## config.mk

```make
export PLATFORM = sky130hd
export DESIGN_NAME = eth_ipv4_l4_header_parser
export DESIGN_NICKNAME = d
export VERILOG_FILES = /design/src/rtl/eipl_pkg.sv /design/src/rtl/eipl_capture.sv /design/src/rtl/eipl_queue.sv /design/src/rtl/eipl_decide.sv /design/src/rtl/eth_ipv4_l4_header_parser.sv
export SDC_FILE = /design/constraint.sdc
export NUM_CORES = 2
export LEC_CHECK = 0
export CAP_MARGIN = 40
export CORE_MARGIN = 5
export CORE_UTILIZATION = 42
export CTS_CLUSTER_DIAMETER = 40
export CTS_CLUSTER_SIZE = 24
export DETAILED_ROUTE_END_ITERATION = 6
export DONT_BUFFER_PORTS = 1
export PLACE_DENSITY = 0.54
export SLEW_MARGIN = 10
export SYNTH_ARGS = -nofsm -noshare
export SYNTH_HDL_FRONTEND = slang
export SYNTH_HIERARCHICAL = 1
export SYNTH_SLANG_ARGS = --single-unit
```

## constraint.sdc

```tcl
create_clock -name aclk -period 21.7 [get_ports aclk]
set_input_delay 4.34 -clock aclk [delete_from_list [all_inputs] [get_ports aclk]]
set_output_delay 4.34 -clock aclk [all_outputs]
set_load 0.05 [all_outputs]
```

## src/rtl/eipl_pkg.sv

```systemverilog
// Shared types and constants for the Ethernet/IPv4/L4 header parser.
`timescale 1ns / 1ps
package eipl_pkg;

    localparam int MAX_FRAME_BYTES_DEF = 2048;
    localparam logic [15:0] IPV4_ETHER_TYPE = 16'h0800;
    localparam logic [7:0] PROTO_TCP = 8'd6;
    localparam logic [7:0] PROTO_UDP = 8'd17;
    localparam logic [7:0] TCP_FLAG_BITS = 8'h03;
    localparam logic [3:0] IHL_MASK = 4'hF;
    localparam int QUEUE_DEPTH = 2;

    localparam logic [2:0] ST_NOT_IPV4 = 3'd0;
    localparam logic [2:0] ST_FRAGMENTED = 3'd1;
    localparam logic [2:0] ST_NOT_L4 = 3'd2;
    localparam logic [2:0] ST_FILTERED = 3'd3;
    localparam logic [2:0] ST_TCP = 3'd4;
    localparam logic [2:0] ST_UDP = 3'd5;
    localparam logic [2:0] ST_TRUNCATED = 3'd6;

    typedef struct packed {
        logic [47:0] destination_mac;
        logic [47:0] source_mac;
        logic [15:0] ether_type;
        logic [15:0] ip_total_length;
        logic [12:0] fragment_offset;
        logic [7:0]  time_to_live;
        logic [7:0]  ip_protocol;
        logic [31:0] source_ip;
        logic [31:0] destination_ip;
        logic [15:0] source_port;
        logic [15:0] destination_port;
        logic [15:0] transport_detail;
        logic        len_ok_22;
        logic        len_ok_24;
        logic        len_ok_30;
        logic        len_ok_eth;
        logic        len_ok_l4;
    } frame_capture_t;

    typedef struct packed {
        logic [2:0]  status;
        logic [47:0] destination_mac;
        logic [47:0] source_mac;
        logic [15:0] ether_type;
        logic [15:0] ip_total_length;
        logic [7:0]  time_to_live;
        logic [7:0]  ip_protocol;
        logic [31:0] source_ip;
        logic [31:0] destination_ip;
        logic [15:0] source_port;
        logic [15:0] destination_port;
        logic [15:0] transport_detail;
    } frame_summary_t;

endpackage

```

## src/rtl/eipl_capture.sv

```systemverilog
// Front end: counts bytes of each frame, captures header fields and flags length checks.
`timescale 1ns / 1ps
module eipl_capture #(
    parameter int MAX_FRAME_BYTES = eipl_pkg::MAX_FRAME_BYTES_DEF
) (
    input  logic                     aclk,
    input  logic                     aresetn,
    input  logic                     in_valid,
    output logic                     in_ready,
    input  logic [7:0]               in_byte,
    input  logic                     in_last,
    output logic                     cap_valid,
    input  logic                     cap_ready,
    output eipl_pkg::frame_capture_t cap_data
);
    import eipl_pkg::*;

    localparam int PW = $clog2(MAX_FRAME_BYTES + 1);

    logic [PW-1:0]  pos_reg;
    logic [3:0]     ihl_reg;
    frame_capture_t cur_reg, cur_next;
    logic [PW-1:0]  pos_next;
    logic [PW-1:0]  l4;
    logic [PW-1:0]  rel;
    logic [3:0]     ihl_next;
    logic [3:0]     w;
    logic           take;

    assign in_ready = cap_ready;
    assign take = in_valid && in_ready;

    always_comb begin
        w = ihl_reg & IHL_MASK;
        if (w < 4'd5) begin
            w = 4'd5;
        end
        l4 = PW'(14) + PW'({w, 2'b00});
        rel = pos_reg - l4;
    end

    always_comb begin
        cur_next = cur_reg;
        ihl_next = ihl_reg;
        pos_next = pos_reg;
        if (pos_reg < PW'(MAX_FRAME_BYTES)) begin
            pos_next = pos_reg + PW'(1);
            if (pos_reg < PW'(6)) begin
                cur_next.destination_mac = {cur_reg.destination_mac[39:0], in_byte};
            end else if (pos_reg < PW'(12)) begin
                cur_next.source_mac = {cur_reg.source_mac[39:0], in_byte};
            end else if (pos_reg < PW'(14)) begin
                cur_next.ether_type = {cur_reg.ether_type[7:0], in_byte};
            end else if (pos_reg == PW'(14)) begin
                ihl_next = in_byte[3:0];
            end else if (pos_reg == PW'(16) || pos_reg == PW'(17)) begin
                cur_next.ip_total_length = {cur_reg.ip_total_length[7:0], in_byte};
            end else if (pos_reg == PW'(20) || pos_reg == PW'(21)) begin
                cur_next.fragment_offset = {cur_reg.fragment_offset[4:0], in_byte};
            end else if (pos_reg == PW'(22)) begin
                cur_next.time_to_live = in_byte;
            end else if (pos_reg == PW'(23)) begin
                cur_next.ip_protocol = in_byte;
            end else if (pos_reg >= PW'(26) && pos_reg < PW'(30)) begin
                cur_next.source_ip = {cur_reg.source_ip[23:0], in_byte};
            end else if (pos_reg >= PW'(30) && pos_reg < PW'(34)) begin
                cur_next.destination_ip = {cur_reg.destination_ip[23:0], in_byte};
            end
            if (pos_reg >= l4) begin
                if (rel < PW'(2)) begin
                    cur_next.source_port = {cur_reg.source_port[7:0], in_byte};
                end else if (rel < PW'(4)) begin
                    cur_next.destination_port = {cur_reg.destination_port[7:0], in_byte};
                end else if (cur_reg.ip_protocol == PROTO_UDP && rel < PW'(6)) begin
                    cur_next.transport_detail = {cur_reg.transport_detail[7:0], in_byte};
                end else if (cur_reg.ip_protocol == PROTO_TCP && rel == PW'(13)) begin
                    cur_next.transport_detail = {8'd0, in_byte & TCP_FLAG_BITS};
                end
            end
        end
        cur_next.len_ok_eth = pos_next >= PW'(14);
        cur_next.len_ok_22 = pos_next >= PW'(22);
        cur_next.len_ok_24 = pos_next >= PW'(24);
        cur_next.len_ok_30 = pos_next >= PW'(30);
        if (cur_next.ip_protocol == PROTO_TCP) begin
            cur_next.len_ok_l4 = pos_next >= l4 + PW'(14);
        end else begin
            cur_next.len_ok_l4 = pos_next >= l4 + PW'(6);
        end
    end

    always_ff @(posedge aclk) begin
        if (!aresetn) begin
            pos_reg <= '0;
            ihl_reg <= '0;
            cur_reg <= '0;
            cap_valid <= 1'b0;
        end else begin
            if (cap_ready) begin
                cap_valid <= 1'b0;
            end
            if (take) begin
                if (in_last) begin
                    cap_data <= cur_next;
                    cap_valid <= 1'b1;
                    pos_reg <= '0;
                    ihl_reg <= '0;
                    cur_reg <= '0;
                end else begin
                    pos_reg <= pos_next;
                    ihl_reg <= ihl_next;
                    cur_reg <= cur_next;
                end
            end
        end
    end

endmodule

```

## src/rtl/eipl_queue.sv

```systemverilog
// Short FIFO of captured frames between the capture front end and the decision stage.
`timescale 1ns / 1ps
module eipl_queue #(
    parameter int DEPTH = eipl_pkg::QUEUE_DEPTH
) (
    input  logic                     aclk,
    input  logic                     aresetn,
    input  logic                     wr_valid,
    output logic                     wr_ready,
    input  eipl_pkg::frame_capture_t wr_data,
    output logic                     rd_valid,
    input  logic                     rd_ready,
    output eipl_pkg::frame_capture_t rd_data
);
    import eipl_pkg::*;

    localparam int AW = (DEPTH > 1) ? $clog2(DEPTH) : 1;
    localparam int CW = $clog2(DEPTH + 1);

    frame_capture_t mem_reg [DEPTH];
    logic [AW-1:0] wp_reg, rp_reg;
    logic [CW-1:0] cnt_reg;
    logic wr, rd;

    assign wr_ready = cnt_reg != CW'(DEPTH);
    assign rd_valid = cnt_reg != '0;
    assign rd_data = mem_reg[rp_reg];
    assign wr = wr_valid && wr_ready;
    assign rd = rd_valid && rd_ready;

    always_ff @(posedge aclk) begin
        if (wr) begin
            mem_reg[wp_reg] <= wr_data;
        end
    end

    always_ff @(posedge aclk) begin
        if (!aresetn) begin
            wp_reg <= '0;
            rp_reg <= '0;
            cnt_reg <= '0;
        end else begin
            if (wr) begin
                wp_reg <= (wp_reg == AW'(DEPTH - 1)) ? '0 : wp_reg + AW'(1);
            end
            if (rd) begin
                rp_reg <= (rp_reg == AW'(DEPTH - 1)) ? '0 : rp_reg + AW'(1);
            end
            cnt_reg <= cnt_reg + CW'(wr) - CW'(rd);
        end
    end

endmodule

```

## src/rtl/eipl_decide.sv

```systemverilog
// Back end: decides frame status, masks fields and holds the summary output register.
`timescale 1ns / 1ps
module eipl_decide (
    input  logic                     aclk,
    input  logic                     aresetn,
    input  logic [31:0]              filter_addr,
    input  logic                     cap_valid,
    output logic                     cap_ready,
    input  eipl_pkg::frame_capture_t cap_data,
    output logic                     sum_valid,
    input  logic                     sum_ready,
    output eipl_pkg::frame_summary_t sum_data
);
    import eipl_pkg::*;

    frame_summary_t s;
    logic [2:0] st;
    logic is_l4;

    assign cap_ready = !sum_valid || sum_ready;

    always_comb begin
        is_l4 = cap_data.ip_protocol == PROTO_TCP || cap_data.ip_protocol == PROTO_UDP;
        if (!cap_data.len_ok_eth) begin
            st = ST_TRUNCATED;
        end else if (cap_data.ether_type != IPV4_ETHER_TYPE) begin
            st = ST_NOT_IPV4;
        end else if (!cap_data.len_ok_22) begin
            st = ST_TRUNCATED;
        end else if (cap_data.fragment_offset != '0) begin
            st = ST_FRAGMENTED;
        end else if (!cap_data.len_ok_24) begin
            st = ST_TRUNCATED;
        end else if (!is_l4) begin
            st = ST_NOT_L4;
        end else if (!cap_data.len_ok_30) begin
            st = ST_TRUNCATED;
        end else if (filter_addr != '0 && cap_data.source_ip != filter_addr) begin
            st = ST_FILTERED;
        end else if (!cap_data.len_ok_l4) begin
            st = ST_TRUNCATED;
        end else if (cap_data.ip_protocol == PROTO_TCP) begin
            st = ST_TCP;
        end else begin
            st = ST_UDP;
        end
        s = '0;
        s.status = st;
        s.destination_mac = cap_data.destination_mac;
        s.source_mac = cap_data.source_mac;
        s.ether_type = cap_data.ether_type;
        if (st != ST_NOT_IPV4) begin
            s.ip_total_length = cap_data.ip_total_length;
        end
        if (st >= ST_NOT_L4) begin
            s.time_to_live = cap_data.time_to_live;
            s.ip_protocol = cap_data.ip_protocol;
        end
        if (st >= ST_FILTERED) begin
            s.source_ip = cap_data.source_ip;
            s.destination_ip = cap_data.destination_ip;
        end
        if (st >= ST_TCP) begin
            s.source_port = cap_data.source_port;
            s.destination_port = cap_data.destination_port;
            s.transport_detail = cap_data.transport_detail;
        end
    end

    always_ff @(posedge aclk) begin
        if (!aresetn) begin
            sum_valid <= 1'b0;
        end else if (cap_ready) begin
            sum_valid <= cap_valid;
            if (cap_valid) begin
                sum_data <= s;
            end
        end
    end

endmodule

```

## src/rtl/eth_ipv4_l4_header_parser.sv

```systemverilog
// Top level of the Ethernet/IPv4/TCP-UDP header parser.
//   channel  | direction | handshake          | payload
//   s_       | in        | s_valid / s_ready  | frame_byte, last_byte
//   m_       | out       | m_valid / m_ready  | one summary per frame
//   cfg      | in        | cfg_we             | source address filter
// One beat per cycle while s_ready is high; s_ready follows the queue's free space.
// A summary passes the frame register, the queue and the output register after the last beat.
// Synchronous active-low reset clears capture state, valid flags, queue pointers and the filter.
// Input stalls whenever the queue is full.
`timescale 1ns / 1ps
module eth_ipv4_l4_header_parser #(
    parameter int MAX_FRAME_BYTES = eipl_pkg::MAX_FRAME_BYTES_DEF,
    parameter int QUEUE_DEPTH = eipl_pkg::QUEUE_DEPTH
) (
    input  logic        aclk,
    input  logic        aresetn,
    input  logic        cfg_we,
    input  logic [31:0] cfg_wdata,
    input  logic        s_valid,
    output logic        s_ready,
    input  logic [7:0]  s_frame_byte,
    input  logic        s_last_byte,
    output logic        m_valid,
    input  logic        m_ready,
    output logic [2:0]  m_status,
    output logic [47:0] m_destination_mac,
    output logic [47:0] m_source_mac,
    output logic [15:0] m_ether_type,
    output logic [15:0] m_ip_total_length,
    output logic [7:0]  m_time_to_live,
    output logic [7:0]  m_ip_protocol,
    output logic [31:0] m_source_ip,
    output logic [31:0] m_destination_ip,
    output logic [15:0] m_source_port,
    output logic [15:0] m_destination_port,
    output logic [15:0] m_transport_detail
);
    import eipl_pkg::*;

    logic [31:0] filter_reg;
    logic c_valid, c_ready, q_valid, q_ready;
    frame_capture_t c_data, q_data;
    frame_summary_t sum;

    always_ff @(posedge aclk) begin
        if (!aresetn) begin
            filter_reg <= '0;
        end else if (cfg_we) begin
            filter_reg <= cfg_wdata;
        end
    end

    eipl_capture #(.MAX_FRAME_BYTES(MAX_FRAME_BYTES)) u_capture (
        .aclk(aclk), .aresetn(aresetn),
        .in_valid(s_valid), .in_ready(s_ready),
        .in_byte(s_frame_byte), .in_last(s_last_byte),
        .cap_valid(c_valid), .cap_ready(c_ready), .cap_data(c_data)
    );

    eipl_queue #(.DEPTH(QUEUE_DEPTH)) u_queue (
        .aclk(aclk), .aresetn(aresetn),
        .wr_valid(c_valid), .wr_ready(c_ready), .wr_data(c_data),
        .rd_valid(q_valid), .rd_ready(q_ready), .rd_data(q_data)
    );

    eipl_decide u_decide (
        .aclk(aclk), .aresetn(aresetn), .filter_addr(filter_reg),
        .cap_valid(q_valid), .cap_ready(q_ready), .cap_data(q_data),
        .sum_valid(m_valid), .sum_ready(m_ready), .sum_data(sum)
    );

    assign m_status = sum.status;
    assign m_destination_mac = sum.destination_mac;
    assign m_source_mac = sum.source_mac;
    assign m_ether_type = sum.ether_type;
    assign m_ip_total_length = sum.ip_total_length;
    assign m_time_to_live = sum.time_to_live;
    assign m_ip_protocol = sum.ip_protocol;
    assign m_source_ip = sum.source_ip;
    assign m_destination_ip = sum.destination_ip;
    assign m_source_port = sum.source_port;
    assign m_destination_port = sum.destination_port;
    assign m_transport_detail = sum.transport_detail;

endmodule
```

==> flow_metrics.env <==
export IMPL_synth_warnings=6
export IMPL_r2r_end="u_capture/cap_data[26]"
export IMPL_p_per_area_nw_per_um2=118
export IMPL_synth_cell_types=77
export IMPL_cts_buffer_depth=3
export IMPL_cts_htree_levels=4
export IMPL_reg2regPathDepth=15
export IMPL_drv_slew=0
export IMPL_yosys_top_cells_area="edfxtp_1 (59%), dfxtp_1 (12%), mux2_2 (11%)"
export IMPL_layout_min_cycle_time_ns=6.76
export IMPL_drc=0
export IMPL_overflow=0
export IMPL_hold_path_depth=0
export IMPL_cp_arrival_ns=7.17
export IMPL_dp_final_hpwl_um=69700
export IMPL_hold_viol=0
export IMPL_synthFlopType="edfxtp_1"
export IMPL_combinationalPowerShare=0.106
export IMPL_multi_input_area_um2=14800
export IMPL_synth_edf_count=1081
export IMPL_drt_wl_total_um=121000
export IMPL_grt_pass1_wl_um=183000
export IMPL_status="finished clean"
export IMPL_seq_area_um2=39000
export IMPL_via_per_inst=5.38
export IMPL_relSlewSlack=0.0904
export IMPL_dp_cells=5042
export IMPL_worstPathRequired_ns=22.10
export IMPL_power_leakage_nw=21.2
export IMPL_maxCapViolCount=0
export IMPL_post_cts_setup_buffers=0
export IMPL_worstMarginPinSlew_ns=1.36
export IMPL_max_freq_mhz=148
export IMPL_nFillCells=10953
export IMPL_end_kind="flip-flop"
export IMPL_grt_pass1_vias=29583
export IMPL_pwr_share_clk=0.412
export IMPL_drt_initial_drc_count=2036
export IMPL_die_h_um=372
export IMPL_antenna_found_initial=8
export IMPL_ir_drop_mv=0.0893
export IMPL_synth_seq_cells=1405
export IMPL_setup_violations=0
export IMPL_syn_inst=3492
export IMPL_hp_start="u_capture/cap_data[28]"
export IMPL_final_antenna_net_count=0
export IMPL_min_path_type="flip-flop to flip-flop"
export IMPL_min_to="u_queue/mem_reg[1][28]"
export IMPL_syn_num_nets=3561
export IMPL_grt_max_degree=377
export IMPL_yosysSeqAreaShare=0.708
export IMPL_die_w_um=372
export IMPL_cts_clk_slew_worst_paths_ns=0.06
export IMPL_areaGrowthSynthToFinish_pct=14.6
export IMPL_portBuffers=0
export IMPL_holdBufCountCts=0
export IMPL_cts_tree="done"
export IMPL_initial_core_util=0.424
export IMPL_rsz0062_at_grt="false"
export IMPL_drive_gt1_frac=0.256
export IMPL_first_pass_iters=6
export IMPL_synth_top_area_cell="edfxtp_1"
export IMPL_path_max_fanout=376
export IMPL_clock_sinks=1405
export IMPL_row_count=132
export IMPL_clk_latency_ns=0.82
export IMPL_p_sw_mw=2.18
export IMPL_numCtsBuffers=182
export IMPL_layout_common_cells="edfxtp_1 (1081), mux2_2 (518), dfxtp_1 (323), nor2b_1 (267), a22oi_1 (228)"
export IMPL_stdcell_count=5391
export IMPL_root_buffer="clkbuf_16"
export IMPL_fin_setup_tns_ns=0
export IMPL_mostFrequentLayoutCell="edfxtp_1"
export IMPL_switching_share=0.293
export IMPL_grtUsageTotal=0.173
export IMPL_startpoint_type="primary input"
export IMPL_finalNetCount=3555
export IMPL_via_count=28988
export IMPL_num_io_pins=307
export IMPL_skew_ns=0.0618
export IMPL_largest_register_ffs=548
export IMPL_die_area_um2=138000
export IMPL_postSynthAreaPerCell_um2=15.7
export IMPL_seqPwrFrac=0.482
export IMPL_async_reset_ff_frac=0
export IMPL_critPathKind="primary input to flip-flop"
export IMPL_coreArea_um2=130000
export IMPL_post_cts_resized=0
export IMPL_r2r_start="u_capture/ihl_reg[2]"
export IMPL_synth_area_um2=55000
export IMPL_intPower_mw=5.27
export IMPL_timing_final_crit_share=0.312
export IMPL_gp_congestion=0.808
export IMPL_wire_per_inst_um=22.5
export IMPL_yosysTopAreaCellShare=0.590
export IMPL_ff2ff_setup_slack_ns=16.75
==> layout make-up <==
type / count / share of cell area
inverters: 23 / 0.00149
flip-flops and latches: 1405 / 0.618
clock buffers: 197 / 0.0735
repair buffers: 48 / 0.00991
clock inverters: 149 / 0.0282
multi-input cells: 1826 / 0.234
diodes: 1 / 0.0000397
well taps: 1742 / 0.0346
==> worst max path at each step <==
stage	endpoint	start	cells after the start	slack (ns)
after floorplan	u_capture/cap_data[0]	aresetn	3	9.88
after global placement	u_capture/cap_data[227]	s_valid	4	14.07
after detailed placement	u_capture/cap_data[227]	s_valid	5	14.25
after CTS	u_capture/cap_data[265]	s_valid	5	15.10
after global routing	u_capture/cap_data[265]	s_valid	5	14.93
final	u_capture/cap_data[265]	aresetn	4	14.94
==> cell families (layout without fill, tap and decap cells) <==
family | count (synthesis) | count (layout) | synth area share
xor gates and xnor gates | 51 | 51 | 0.00826
buffers and inverters | 261 | 417 | 0.0246
DFF | 1405 | 1405 | 0.708
AOI/OAI and AO/OA | 412 | 412 | 0.0576
other | 1 | 2 | 0.0000682
and+or+nand+nor | 770 | 770 | 0.0794
adders and majority gates | 26 | 26 | 0.00594
muxes | 566 | 566 | 0.116
==> power by group through the flow <==
stage	Combinational [mW]	Sequential (mW)	Clock [mW]
5_1_grt	0.856	3.61	3.28
6_report	0.790	3.60	3.07
3_5_place_dp	0.778	3.68	0
3_3_place_gp	0.753	3.68	0
4_1_cts	0.784	3.63	3.15
2_1_floorplan	0.610	3.68	0
==> cells in the mapped netlist (24+ instances only) <==
cell         n
a22oi_1    228
and2_1      92
and3_1      24
buf_6       35
clkbuf_1   163
dfxtp_1    324
edfxtp_1  1081
mux2_2     518
mux2i_1     35
nand2_1     87
nand3_1    100
nand4_1     44
nor2_1      76
nor2b_1    267
nor4_1      32
o21ai_0     50
o41a_1      32
xor2_1      36
==> per-stage QoR <==
step | cell area, um2 | setup WS (ns) | total power [mW] | utilization | hold slack [ns]
6_report | 63000 | 14.94 | 7.46 | 0.486 | 0.415
5_1_grt | 63000 | 14.93 | 7.75 | 0.486 | 0.432
4_1_cts | 63000 | 15.10 | 7.56 | 0.485 | 0.419
3_5_place_dp | 56600 | 14.25 | 4.46 | 0.436 | 0.430
3_3_place_gp | 56300 | 14.07 | 4.43 | 0.434 | 0.422
2_1_floorplan | 55000 | 9.88 | 4.29 | - | 0.421
==> metal layers <==
metal	GRT usage	vias up	share of wire
li1	-	13344	-
met1	0.225	14599	0.43
met2	0.283	817	0.48
met3	0.0423	226	0.057
met4	0.0593	2	0.027
met5	0	-	0.00011
==> worst max-delay path: stages <==
cell	delay [ns]
and3_4	0.49
buf_16	0.32
buf_12	0.61
buf_4	0.71
No activity file was read; power rests on OpenSTA's default activity.
